**config.mk**
```make
export PLATFORM = sky130hd
export DESIGN_NAME = serial_command_link_fsm
export DESIGN_NICKNAME = d
export VERILOG_FILES = /design/src/rtl/core/scl_pkg.sv /design/src/rtl/core/serial_command_link_fsm.sv
export SDC_FILE = /design/constraint.sdc
export NUM_CORES = 1
export LEC_CHECK = 0
export ABC_CLOCK_PERIOD_IN_PS = 3500
export BUFFER_PORTS_ARGS = -buffer_cell sky130_fd_sc_hd__clkbuf_2
export CAP_MARGIN = 30
export CORE_MARGIN = 10
export CORE_UTILIZATION = 55
export CTS_CLUSTER_SIZE = 8
export DETAILED_ROUTE_END_ITERATION = 16
export PLACE_DENSITY_LB_ADDON = 0.3
export SLEW_MARGIN = 20
export SYNTH_ARGS = -nofsm -noshare
export SYNTH_HDL_FRONTEND = slang
export SYNTH_SLANG_ARGS = --single-unit
```
**constraint.sdc**
```tcl
create_clock -name clk_i -period 3.5 [get_ports clk_i]
set_input_delay 0.7 -clock clk_i [delete_from_list [all_inputs] [get_ports clk_i]]
set_output_delay 0.7 -clock clk_i [all_outputs]
set_load 0.05 [all_outputs]
```
**src/rtl/core/scl_pkg.sv**
```systemverilog
// constants, codes and result type for the serial command link
// no dependencies; used by serial_command_link_fsm
`default_nettype none

package scl_pkg;

  localparam int LINE_CAPACITY = 128;
  localparam int LEN_W         = $clog2(LINE_CAPACITY);

  localparam int KEY_LEN      = 5;
  localparam int KP_W         = 3;
  localparam int NUM_WORDS    = 5;
  localparam int LONGEST_WORD = 13;
  localparam int WPOS_W       = 4;

  localparam logic [7:0] CH_NUL   = 8'h00;
  localparam logic [7:0] CH_LF    = 8'h0a;
  localparam logic [7:0] CH_CR    = 8'h0d;
  localparam logic [7:0] CH_SKIP  = 8'hff;
  localparam logic [7:0] CH_QUOTE = 8'h22;
  localparam logic [7:0] CH_COLON = 8'h3a;
  localparam logic [7:0] CH_SPACE = 8'h20;

  localparam logic [7:0] KEY_TEXT [KEY_LEN] = '{CH_QUOTE, "c", "m", "d", CH_QUOTE};

  // candidate order is match priority
  localparam logic [7:0] WORD_TEXT [NUM_WORDS][LONGEST_WORD] = '{
    '{"c", "o", "n", "n", "e", "c", "t", CH_NUL, CH_NUL, CH_NUL, CH_NUL, CH_NUL, CH_NUL},
    '{"s", "t", "a", "r", "t", "_", "p", "r", "e", "d", "i", "c", "t"},
    '{"s", "t", "a", "r", "t", CH_NUL, CH_NUL, CH_NUL, CH_NUL, CH_NUL, CH_NUL, CH_NUL,
      CH_NUL},
    '{"s", "t", "o", "p", CH_NUL, CH_NUL, CH_NUL, CH_NUL, CH_NUL, CH_NUL, CH_NUL, CH_NUL,
      CH_NUL},
    '{"d", "i", "s", "c", "o", "n", "n", "e", "c", "t", CH_NUL, CH_NUL, CH_NUL}
  };

  localparam logic [WPOS_W-1:0] WORD_LEN [NUM_WORDS] = '{4'd7, 4'd13, 4'd5, 4'd4, 4'd10};

  // command codes
  localparam logic [2:0] CODE_NONE   = 3'd0;
  localparam logic [2:0] CODE_LINK   = 3'd1;
  localparam logic [2:0] CODE_STREAM = 3'd2;
  localparam logic [2:0] CODE_INFER  = 3'd3;
  localparam logic [2:0] CODE_HALT   = 3'd4;
  localparam logic [2:0] CODE_UNLINK = 3'd5;

  localparam logic [2:0] WORD_CODE [NUM_WORDS] = '{
    CODE_LINK, CODE_INFER, CODE_STREAM, CODE_HALT, CODE_UNLINK
  };

  // link modes
  localparam logic [1:0] MODE_IDLE       = 2'd0;
  localparam logic [1:0] MODE_CONNECTED  = 2'd1;
  localparam logic [1:0] MODE_STREAMING  = 2'd2;
  localparam logic [1:0] MODE_PREDICTING = 2'd3;

  // parser phases
  localparam logic [2:0] PH_KEY   = 3'd0;
  localparam logic [2:0] PH_COLON = 3'd1;
  localparam logic [2:0] PH_SKIP  = 3'd2;
  localparam logic [2:0] PH_WORD  = 3'd3;

  typedef struct packed {
    logic [2:0] command_code;
    logic [1:0] link_mode;
    logic       send_ack;
    logic       start_event;
  } result_t;

endpackage

`default_nettype wire

```
**src/rtl/core/serial_command_link_fsm.sv**
```systemverilog
// serial command link: per-byte line parser and four-state link machine
// depends on scl_pkg
`default_nettype none

// Takes one received byte per clock and updates the line parser and link
// state in that same cycle; a line terminator after a non-empty line
// registers one result item in the result register, or in the one skid
// entry while that register holds an untaken item; in_stall_o rises only
// when both hold items the consumer has not taken; with the output flowing
// the block sustains one byte per cycle. Byte 0xFF is dropped without effect.
module serial_command_link_fsm (
  input  wire logic       clk_i,
  input  wire logic       rst_ni,
  input  wire logic       in_valid_i,
  output logic            in_stall_o,
  input  wire logic [7:0] rx_byte_i,
  output logic            out_valid_o,
  input  wire logic       out_stall_i,
  output logic [2:0]      command_code_o,
  output logic [1:0]      link_mode_o,
  output logic            send_ack_o,
  output logic            start_event_o
);

  logic [1:0]                     mode_q, mode_d;
  logic [scl_pkg::LEN_W-1:0]      len_q, len_d;
  logic                           ended_q, ended_d;
  logic [2:0]                     phase_q, phase_d;
  logic [scl_pkg::KP_W-1:0]       kp_q, kp_d;
  logic [scl_pkg::WPOS_W-1:0]     wpos_q, wpos_d;
  logic [scl_pkg::NUM_WORDS-1:0]  cand_q, cand_d;

  scl_pkg::result_t out_q, out_d, skid_q, skid_d, res;
  logic             out_valid_q, out_valid_d, skid_valid_q, skid_valid_d;
  logic             res_valid, accept, out_take, do_word;
  logic [2:0]       cmd;

  assign in_stall_o = skid_valid_q;
  assign accept     = in_valid_i & ~skid_valid_q;
  assign out_take   = out_valid_q & ~out_stall_i;

  // command decoded from the line so far, lowest index wins
  always_comb begin
    cmd = scl_pkg::CODE_NONE;
    if (phase_q == scl_pkg::PH_WORD) begin
      for (int i = scl_pkg::NUM_WORDS - 1; i >= 0; i--) begin
        if (cand_q[i] && wpos_q >= scl_pkg::WORD_LEN[i]) begin
          cmd = scl_pkg::WORD_CODE[i];
        end
      end
    end
  end

  always_comb begin
    mode_d    = mode_q;
    len_d     = len_q;
    ended_d   = ended_q;
    phase_d   = phase_q;
    kp_d      = kp_q;
    wpos_d    = wpos_q;
    cand_d    = cand_q;
    do_word   = 1'b0;
    res_valid = 1'b0;
    res       = '0;

    if (accept && rx_byte_i != scl_pkg::CH_SKIP) begin
      if (rx_byte_i != scl_pkg::CH_LF && rx_byte_i != scl_pkg::CH_CR) begin
        if (len_q < scl_pkg::LEN_W'(scl_pkg::LINE_CAPACITY - 1)) begin
          len_d = len_q + scl_pkg::LEN_W'(1);
          if (!ended_q) begin
            if (rx_byte_i == scl_pkg::CH_NUL) begin
              ended_d = 1'b1;
            end else begin
              unique case (phase_q)
                scl_pkg::PH_KEY: begin
                  if (kp_q < scl_pkg::KP_W'(scl_pkg::KEY_LEN)) begin
                    if (rx_byte_i == scl_pkg::KEY_TEXT[kp_q]) begin
                      if (kp_q == scl_pkg::KP_W'(scl_pkg::KEY_LEN - 1)) begin
                        phase_d = scl_pkg::PH_COLON;
                        kp_d    = '0;
                      end else begin
                        kp_d = kp_q + scl_pkg::KP_W'(1);
                      end
                    end else begin
                      kp_d = (rx_byte_i == scl_pkg::CH_QUOTE) ? scl_pkg::KP_W'(1) : '0;
                    end
                  end else begin
                    kp_d = (rx_byte_i == scl_pkg::CH_QUOTE) ? scl_pkg::KP_W'(1) : '0;
                  end
                end
                scl_pkg::PH_COLON: begin
                  if (rx_byte_i == scl_pkg::CH_COLON) begin
                    phase_d = scl_pkg::PH_SKIP;
                  end
                end
                scl_pkg::PH_SKIP: begin
                  if (rx_byte_i != scl_pkg::CH_SPACE && rx_byte_i != scl_pkg::CH_QUOTE) begin
                    phase_d = scl_pkg::PH_WORD;
                    do_word = 1'b1;
                  end
                end
                scl_pkg::PH_WORD: begin
                  do_word = 1'b1;
                end
                default: begin
                end
              endcase

              if (do_word && wpos_q < scl_pkg::WPOS_W'(scl_pkg::LONGEST_WORD)) begin
                for (int i = 0; i < scl_pkg::NUM_WORDS; i++) begin
                  if (cand_q[i] && wpos_q < scl_pkg::WORD_LEN[i]) begin
                    if (rx_byte_i != scl_pkg::WORD_TEXT[i][wpos_q]) begin
                      cand_d[i] = 1'b0;
                    end
                  end
                end
                wpos_d = wpos_q + scl_pkg::WPOS_W'(1);
              end
            end
          end
        end else begin
          // overflowing byte dropped, line restarts
          len_d   = '0;
          ended_d = 1'b0;
          phase_d = scl_pkg::PH_KEY;
          kp_d    = '0;
          wpos_d  = '0;
          cand_d  = '1;
        end
      end else if (len_q != '0) begin
        res_valid        = 1'b1;
        res.command_code = cmd;
        if (cmd == scl_pkg::CODE_LINK) begin
          mode_d       = scl_pkg::MODE_CONNECTED;
          res.send_ack = 1'b1;
        end else if (cmd != scl_pkg::CODE_NONE) begin
          unique case (mode_q)
            scl_pkg::MODE_CONNECTED: begin
              if (cmd == scl_pkg::CODE_STREAM) begin
                mode_d          = scl_pkg::MODE_STREAMING;
                res.start_event = 1'b1;
              end else if (cmd == scl_pkg::CODE_INFER) begin
                mode_d          = scl_pkg::MODE_PREDICTING;
                res.start_event = 1'b1;
              end else if (cmd == scl_pkg::CODE_UNLINK) begin
                mode_d = scl_pkg::MODE_IDLE;
              end
            end
            scl_pkg::MODE_STREAMING, scl_pkg::MODE_PREDICTING: begin
              if (cmd == scl_pkg::CODE_HALT) begin
                mode_d = scl_pkg::MODE_CONNECTED;
              end else if (cmd == scl_pkg::CODE_UNLINK) begin
                mode_d = scl_pkg::MODE_IDLE;
              end
            end
            default: begin
            end
          endcase
        end
        res.link_mode = mode_d;
        len_d   = '0;
        ended_d = 1'b0;
        phase_d = scl_pkg::PH_KEY;
        kp_d    = '0;
        wpos_d  = '0;
        cand_d  = '1;
      end
    end
  end

  // result register with one skid entry
  always_comb begin
    out_d        = out_q;
    out_valid_d  = out_valid_q;
    skid_d       = skid_q;
    skid_valid_d = skid_valid_q;
    if (res_valid) begin
      if (!out_valid_q || out_take) begin
        out_d       = res;
        out_valid_d = 1'b1;
      end else begin
        skid_d       = res;
        skid_valid_d = 1'b1;
      end
    end else if (out_take) begin
      out_d        = skid_q;
      out_valid_d  = skid_valid_q;
      skid_valid_d = 1'b0;
    end
  end

  always_ff @(posedge clk_i or negedge rst_ni) begin
    if (!rst_ni) begin
      mode_q       <= scl_pkg::MODE_IDLE;
      len_q        <= '0;
      ended_q      <= 1'b0;
      phase_q      <= scl_pkg::PH_KEY;
      kp_q         <= '0;
      wpos_q       <= '0;
      cand_q       <= '1;
      out_valid_q  <= 1'b0;
      skid_valid_q <= 1'b0;
    end else begin
      mode_q       <= mode_d;
      len_q        <= len_d;
      ended_q      <= ended_d;
      phase_q      <= phase_d;
      kp_q         <= kp_d;
      wpos_q       <= wpos_d;
      cand_q       <= cand_d;
      out_valid_q  <= out_valid_d;
      skid_valid_q <= skid_valid_d;
    end
  end

  always_ff @(posedge clk_i) begin
    out_q  <= out_d;
    skid_q <= skid_d;
  end

  assign out_valid_o    = out_valid_q;
  assign command_code_o = out_q.command_code;
  assign link_mode_o    = out_q.link_mode;
  assign send_ack_o     = out_q.send_ack;
  assign start_event_o  = out_q.start_event;

`ifndef NO_ASSERTIONS
  a_skid_behind_out: assert property (@(posedge clk_i) disable iff (!rst_ni)
    skid_valid_q |-> out_valid_q)
    else $error("skid entry held without a result in the output register");

  a_ack_means_connect: assert property (@(posedge clk_i) disable iff (!rst_ni)
    (out_valid_o && send_ack_o) |->
      (command_code_o == scl_pkg::CODE_LINK && link_mode_o == scl_pkg::MODE_CONNECTED))
    else $error("acknowledge without connect");

  a_event_mode: assert property (@(posedge clk_i) disable iff (!rst_ni)
    (out_valid_o && start_event_o) |->
      (link_mode_o == scl_pkg::MODE_STREAMING || link_mode_o == scl_pkg::MODE_PREDICTING))
    else $error("start event outside streaming or predicting");

  a_line_bound: assert property (@(posedge clk_i) disable iff (!rst_ni)
    len_q <= scl_pkg::LEN_W'(scl_pkg::LINE_CAPACITY - 1))
    else $error("line length beyond capacity");
`endif

endmodule

`default_nettype wire

```
# == Word level (Yosys, flattened, before mapping) ==
# Memories as Yosys holds them, arrays and structs flattened.
# Index checks and enable logic that the tools add are counted.
# totals
reg_bits,41
mem_bits_ro,704
input_bits,12
out_inout_bits,9
wordCells,238
memories,6
# mem_list
name,words,word_bits,rd,rd_clocked_by_memory_dff,write_ports,line,text
(name not given),16,8,1,0,0,serial_command_link_fsm.sv:112,if (rx_byte_i != scl_pkg::WORD_TEXT[i][wpos_q]) begin
(name not given),16,8,1,0,0,serial_command_link_fsm.sv:112,
(name not given),16,8,1,0,0,serial_command_link_fsm.sv:112,
(name not given),16,8,1,0,0,serial_command_link_fsm.sv:112,
(name not given),16,8,1,0,0,serial_command_link_fsm.sv:112,
(name not given),8,8,1,0,0,serial_command_link_fsm.sv:77,if (rx_byte_i == scl_pkg::KEY_TEXT[kp_q]) begin
# op_classes
n_addsub,3
n_lt_le_gt_ge,14
eq_ne,47
n_mux,103
n_bitwise,8
n_reduce_logical,36
# op_table
operator,n
two-way mux 8 bit,12
two-way mux 3 bit,24
two-way mux 7 bit,9
inequality test 8 bit,5
two-way mux 1 bit,37
"inequality test 3 x 2 -> 1 bit, second input constant",12
AND reduction 7 bit,5
two-way mux 5 bit,6
two-way mux 4 bit,6
"inequality test 4 bit, second input constant",5
"equality test 8 x 6 -> 1 bit, second input constant",2
"inequality test 8 x 4 -> 1 bit, second input constant",2
"inequality test 8 x 6 -> 1 bit, second input constant",2
logical AND 1 bit,14
"equality test 3 x 2 -> 1 bit, second input constant",4
">= comparator 4 x 3 -> 1 bit, second input constant",3
">= comparator 4 bit, second input constant",3
"less-than comparator 4 x 3 -> 1 bit, second input constant",3
two-way mux 2 bit,6
AND reduction 10 bit,1
AND reduction 5 bit,2
"equality test 3 bit, second input constant",3
one-hot mux 3 bit (3 select lines),1
equality test 8 bit,1
31 further kinds,43

# == Depth between registers and ports, before layout ==
# Gate-level depths: netlist of run 1.
# depth
ltp_word,20
depth_mapped,10
ltp_nobuf,8

# == Worst setup path before layout of run 1 ==
# OpenSTA, ideal clock, no wires.
# synth_path
path_kind,register -> register
startpoint,register wpos_q[1] (netlist name)
endpoint,register out_q (netlist bit link_mode_o[0]) (data pin)
setup_time_ps,262
arrival_ps,2339
required_ps,3238
slack_ps,899
stages_incl_launch_ff,11
path_buffers,2
synth_period_minus_slack_ps,2601
path_cell_list,dfrtp_1 > buf_1 > inv_1 > ha_1 > buf_2 > nand2b_1 > and4_1 > or2_1 > o31ai_1 > nor2b_1 > o31ai_1
# synth_lines
element,line,text
from (decl),serial_command_link_fsm.sv:30,"logic [scl_pkg::WPOS_W-1:0] wpos_q, wpos_d;"
from (signal assigned),serial_command_link_fsm.sv:209,wpos_q <= wpos_d;
to (signal assigned),serial_command_link_fsm.sv:217,out_q <= out_d;
to (decl),serial_command_link_fsm.sv:33,"scl_pkg::result_t out_q, out_d, skid_q, skid_d, res;"

==> metrics.txt, run 1 <==
vias per std cell ~6.0; synth warn 0; Die ar. ~9500 um^2; hold buffers post-CTS 0; first-iteration detailed-routing DRC count 230; total CTS buffers 5; area of the core between 5000 and 6000 um^2; EDFF count, synth 14; Worst setup EP type register; # DRC 0; top cell type's share of synthesized area 0.159; dpl hpwl between 5 and 6 mm; Max Freq about 0.37 GHz; Final Hold Viols 0; Max rail drop VDD around 260 uV; Syn Nets 406; buffer count from post-CTS setup fixing 0; All-Layer GR Usage 0.156; flops & latches, synth 40; metal3 WL 368 um; H-tree levels 2; CP required 3.55 ns; worst hold path class in2async; Max-Cap Viols 0; wire length per cell 16.2 um; # port buffers 20; GRT overflow 0; Post-DRT Antenna Nets 0; drt pass-1 iters 4; total negative slack 0 ns; Post-Synth Adder-Cell Area 0.0682; uppermost layer routed met4; Mapped Cells 376; Vert. Die Dim 97.5 um; Primary FF master, synth dfrtp_1; crit path launch wpos_q[3]; setup violators final 0; Async SR Flop Fraction 0.650; final worst path period need approximately 2.7 ns; Least-Margin Pin Slew 0.744 ns; fin. max-slew vios 0; compound-cell area share of the yosys netlist 0.234; mux contribution to synthesized area 0.0182; Pwr Total 1.08 mW; most common cell in the netlist nand2_1; crit path kind reg2reg; area leader, netlist dfrtp_1; sequential cell area fraction in the yosys report 0.326; drt total wl between 7 and 8 mm; Relative slew margins 0.490; antenna violations before repair 0; total number of vias 2773; P_leak 1.51 nW; CTS tree yes; cell area after synthesis 3300 um^2; Routed met2 length between 3 and 4 mm; pwr dens 307 nW/um^2; Rows 28; startpoint type of the worst setup path register; flop2flop setup slack 0.82 ns; Fin Clk Skew 0.0124 ns; wl on met1 3.48 mm; area grow syn2layout 5.94%; later-pin clock latency in the skew report around 0.30 ns; RSZ-0062 raised after global routing no; ratio of cells with drive above 1 in the final layout 0.138; top cells by area, synth dfrtp_1 (16%), edfxtp_1 (13%), ha_1 (6.8%); post-cts resize count 0; CTS max path bufs 2; fillers 506; gpl congestion ~0.9; Final period util 0.767; status complete, no violations; Die X 97.5 um; Syn Area/Cell 8.79 um^2; I/O pins 21; largest net degree at the start of global routing 35; crit path DAT roughly 2.7 ns; xor-xnor portion of the synthesized cell area 0.0530; worst reg2reg startpoint wpos_q[3]; Synth top cells by count nand2_1 (36), nor2_1 (31), o21ai_0 (22); Initial Util 0.561; worst-path fanout max 21; first-pass GRT wire length about 13 mm; Distinct cells, synth 77; fin nets 413; # diodes 0; largest family of logic cells by synthesized area compound AO/OA/AOI/OAI gates; simple-gate portion of the synthesized area 0.233; Clock Sinks 40; Clock Tree Root clkbuf_8; vias in the first global route 2688; CTS clk-pin slew, worst paths around 0.09 ns
-- critical path, cell delays in order (launching register included) --
cell	delay [ns]
dfrtp_1	0.83
o21ai_1	0.36
nor4b_2	0.55
or2_1	0.21
a31oi_1	0.09
a21oi_1	0.27
o31ai_1	0.12
-- layer usage --
metal,global-route usage,vias up
met2,0.253,73
met4,0.0503,0
li1,-,1376
met3,0.0299,21
met1,0.202,1303
met5,0,-
-- power breakdown --
group          internal (mW)  leakage, nW  switching (mW)
sequential             0.518        0.495          0.0363
combinational         0.0553        0.959          0.0839
clock                  0.211       0.0558           0.171
total                  0.784         1.51           0.291
-- sequential cells by signal, indices dropped and copies added (netlist names) --
| signal | flops |
|---|---|
| len_q | 7 |
| skid_q | 7 |
| cand_q | 5 |
| wpos_q | 4 |
| command_code_o | 3 |
| kp_q | 3 |
| link_mode_o | 2 |
| mode_q | 2 |
| phase_q | 2 |
| ended_q | 1 |
| in_stall_o | 1 |
| out_valid_o | 1 |
| send_ack_o | 1 |
| start_event_o | 1 |
-- per-stage QoR --
stage / instances / utilization / area [um^2] / worst slack, ns / hold WS (ns)
final: 459 / 0.595 / 3500 / 0.816 / 0.406
after global routing: 459 / 0.595 / 3500 / 0.627 / 0.465
after CTS: 459 / 0.595 / 3500 / 0.848 / 0.436
after detailed placement: 451 / 0.576 / 3390 / 0.567 / 0.493
after global placement: 451 / 0.576 / 3390 / 0.690 / 0.485
after floorplan: 376 / - / 3300 / 0.899 / 0.404
-- worst paths after layout --
check	cells past startpoint	end
min reg2reg	1	len_q[6]
max in group asynchronous	1	in_stall_o
min in group clk_i	1	len_q[6]
max reg2reg	6	link_mode_o[0]
max	6	link_mode_o[0]
min	1	wpos_q[1]
-- logic make-up (layout without fill, tap and decap cells) --
kind of cell | Yosys count | after routing
compound gates | 107 | 107
simple gates | 139 | 139
flops | 40 | 40
buf+inv | 46 | 54
mux | 6 | 6
xor+xnor | 20 | 20
fa+ha+maj | 18 | 18
-- final cells by class --
| type | count | area, um^2 | area share |
|---|---|---|---|
| Clock inverter | 3 | 42.5 | 0.0122 |
| Clock buffer | 5 | 68.8 | 0.0197 |
| Tap cell | 75 | 93.8 | 0.0268 |
| Multi-Input combinational cell | 290 | 2010 | 0.573 |
| Sequential cell | 40 | 1080 | 0.308 |
| Inverter | 22 | 82.6 | 0.0236 |
| Timing Repair Buffer | 24 | 130 | 0.0372 |
-- cells in the final DEF (no fill, tap or decap), drive strengths merged, types with 9 or more instances in the layout --
cell    instances
a21oi          20
nor2           33
ha             18
a21o           11
dfrtp          21
inv            22
clkbuf         25
a211oi          9
xnor2          11
nand2          36
edfxtp         14
nor3            9
o21ai          27
xor2            9
Note: power is estimated with default switching activity, not from simulation.
==> run 2, diff against run 1 <==
Settings changed: ABC_AREA set to 1, ABC_CLOCK_PERIOD_IN_PS 3500 to 2300.
Clock period 3.5 ns to 2.3 ns, I/O delays scaled along.
==> metrics.txt, run 2 <==
status complete, no violations (unchanged); CTS max path bufs 2 (unchanged); pwr dens 645 nW/um^2 (was 307 nW/um^2); dpl hpwl 6.63 mm (was 5.40 mm); Worst setup EP type register (unchanged); I/O pins 21 (unchanged); Distinct cells, synth 35 (was 77); Primary FF master, synth dfrtp_1 (unchanged); # DRC 0 (unchanged); final worst path period need 2.07 ns (was 2.68 ns); dpl cell area 3640 um^2 (was 3390 um^2); Least-Margin Pin Slew 0.670 ns (was 0.744 ns); vias in the first global route 3137 (was 2688); sequential cell area fraction in the yosys report 0.313 (was 0.326); Synth top cells by count nand2_1 (159), nand3_1 (57), inv_1 (52), nor2_1 (52), o21ai_0 (28) (was nand2_1 (36), nor2_1 (31), o21ai_0 (22)); Final Hold Viols 0 (unchanged); largest net degree at the start of global routing 27 (was 35); area leader, netlist nand2_1 (was dfrtp_1); fillers 537 (was 506); cell area after layout 3750 um^2 (was 3500 um^2); Post-DRT Antenna Nets 0 (unchanged); most common cell after layout, fill and taps aside nand2_1 (unchanged); flops & latches, synth 40 (unchanged); post-cts resize count 0 (unchanged); multi-input combinational cell area 2060 um^2 (was 2010 um^2); worst-path fanout max 9 (was 21); top cells by area, synth nand2_1 (17%), dfrtp_1 (15%), edfxtp_1 (12%) (was dfrtp_1 (16%), edfxtp_1 (13%), ha_1 (6.8%)); Max rail drop VDD 569 uV (was 258 uV); Internal Dissipation 1.46 mW (was 0.784 mW); GRT overflow 0 (unchanged); Relative slew margins 0.553 (was 0.490); clock network fraction of design power 0.240 (was 0.355); # port buffers 20 (unchanged); first-pass GRT wire length 14.5 mm (was 12.8 mm); H-tree levels 2 (unchanged); Fin Clk Skew 0.00878 ns (was 0.0124 ns); hold buffers post-CTS 0 (unchanged); Vert. Die Dim 99.1 um (was 97.5 um); Largest regs len_q: 7 flops, skid_q: 7 flops, cand_q: 5 flops (unchanged); met2 GRT Util 0.294 (was 0.253); CP required 2.35 ns (was 3.55 ns); # diodes 0 (unchanged); gpl congestion 0.946 (was 0.900); area grow syn2layout 9.21% (was 5.94%); vias per std cell 5.51 (was 6.04); Placed Instances 599 (was 451); Rows 28 (unchanged); switching power 0.963 mW (was 0.291 mW); RSZ-0062 raised after global routing no (unchanged); Async SR Flop Fraction 0.650 (unchanged); most frequent cells in the layout nand2_1 (159), nand3_1 (57), nor2_1 (52) (was nand2_1 (36), nor2_1 (31), o21ai_0 (22)); top cell type's share of synthesized area 0.174 (was 0.159); Reg area 1080 um^2 (about the same); Die X 99.1 um (was 97.5 um); startpoint type of the worst setup path register (unchanged); Max-Cap Viols 0 (unchanged); most common cell in the netlist nand2_1 (unchanged); GRT busiest layer met2 (unchanged); fin. max-slew vios 0 (unchanged); crit path kind reg2reg (unchanged); Clock Tree Root clkbuf_8 (unchanged); Syn Nets 533 (was 406); met3 GRT Util 0.0342 (was 0.0299); Final Non-Filler Cells 607 (was 459); worst hold path class in2async (unchanged); Max Freq 0.484 GHz (was 0.373 GHz); setup violators final 0 (unchanged); met1 usage 0.218 (was 0.202); CTS clk-pin slew, worst paths 0.08 ns (was 0.09 ns); Gate power share 0.369 (was 0.130); later-pin clock latency in the skew report 0.30 ns (about the same); R2R depth 11 (was 6); drt total wl 8.54 mm (was 7.45 mm); first-iteration detailed-routing DRC count 246 (was 230); Die ar. 9810 um^2 (was 9510 um^2); Mapped Cells 503 (was 376); P_leak 1.88 nW (was 1.51 nW); synth warn 0 (unchanged); Clock Sinks 40 (unchanged); EDFF count, synth 14 (unchanged); flop2flop setup slack 0.23 ns (was 0.82 ns); Syn Area/Cell 6.83 um^2 (was 8.79 um^2); buffer count from post-CTS setup fixing 0 (unchanged); wire length per cell 14.1 um (was 16.2 um); total CTS buffers 5 (unchanged); drt pass-1 iters 7 (was 4); worst hold margin 0.178 ns (was 0.406 ns); Switching Share 0.398 (was 0.271); cell area after synthesis 3440 um^2 (was 3300 um^2); All-Layer GR Usage 0.174 (was 0.156); CTS tree yes (unchanged); area of the core 5990 um^2 (was 5890 um^2); antenna violations before repair 0 (unchanged); reg2reg end link_mode_o[1] (was link_mode_o[0]); total number of vias 3344 (was 2773); sequential share of power 0.390 (was 0.515); ratio of cells with drive above 1 in the final layout 0.156 (was 0.138); fin nets 561 (was 413); Final period util 0.898 (was 0.767); crit path DAT 2.12 ns (was 2.73 ns); total negative slack 0 ns (unchanged); worst reg2reg startpoint wpos_q[1] (was wpos_q[3]); Initial Util 0.574 (was 0.561)
-- run 2: changes by cell type after synthesis, moves of 8 or more --
cell     delta
buf_2       -8
a21o_1     -11
a21oi_1    -10
inv_1      +31
nor2_1     +21
xnor2_1    -10
nand3_1    +49
nand4_1     +9
nand2_1   +123
-- run 2: worst max path at each step --
stage	endpoint	startpoint	cells past startpoint	slack, ns
after floorplan	command_code_o[0]	in_stall_o	7	0.34
after global placement	link_mode_o[0]	wpos_q[1]	13	0.24
after detailed placement	link_mode_o[0]	wpos_q[1]	13	0.11
after CTS	link_mode_o[0]	wpos_q[1]	13	0.1
after global routing	link_mode_o[0]	wpos_q[1]	13	0.02
final	link_mode_o[1]	wpos_q[1]	11	0.23
-- run 2: cell type report --
cell class	count	share of cell area
Tap cell	75	0.0250
Inverter	61	0.0623
Timing Repair Buffer	31	0.0487
Sequential cell	40	0.288
Clock inverter	2	0.00933
Clock buffer	6	0.0193
Multi-Input combinational cell	392	0.548
-- run 2: cells by family (layout without fill, tap and decap cells) --
group	Yosys count	after routing	share of synthesized area
xor+xnor	13	13	0.0331
flops	40	40	0.313
buf+inv	71	100	0.0885
fa+ha+maj	18	18	0.0655
compound gates	51	51	0.0870
simple gates	310	310	0.412
-- run 2: metal layers --
| layer | routed length (um) | vias to the layer above | part of all wire |
|---|---|---|---|
| met5 | 0 | - | 0 |
| met4 | 137 | 0 | 0.016 |
| met3 | 543 | 18 | 0.064 |
| met2 | 4120 | 111 | 0.48 |
| met1 | 3730 | 1532 | 0.44 |
| li1 | - | 1683 | - |
-- run 2: power groups by stage --
stage / Clock, mW / Combinational, mW / Sequential, mW
2_1_floorplan: 0 / 0.667 / 0.920
3_3_place_gp: 0 / 0.859 / 0.946
3_5_place_dp: 0 / 0.868 / 0.951
4_1_cts: 0.587 / 0.874 / 0.939
5_1_grt: 0.613 / 1.02 / 0.959
6_report: 0.582 / 0.894 / 0.946
-- run 2: worst max-delay path, cell delays in order, from the launching register on --
cell and delay (ns):
dfrtp_2 0.47, inv_4 0.12, ha_1 0.21, inv_1 0.08, nand2_1 0.13, nand3_1 0.08, nand2_1 0.11, nand2_2 0.10
o21bai_2 0.16, nand3_1 0.14, nand3_1 0.14, nand2_1 0.07
-- run 2: per-stage QoR --
step | total power [mW] | setup slack (ns) | util
2_1_floorplan | 1.59 | 0.344 | -
3_3_place_gp | 1.81 | 0.242 | 0.608
3_5_place_dp | 1.82 | 0.112 | 0.608
4_1_cts | 2.40 | 0.0980 | 0.626
5_1_grt | 2.59 | 0.0154 | 0.627
6_report | 2.42 | 0.235 | 0.627
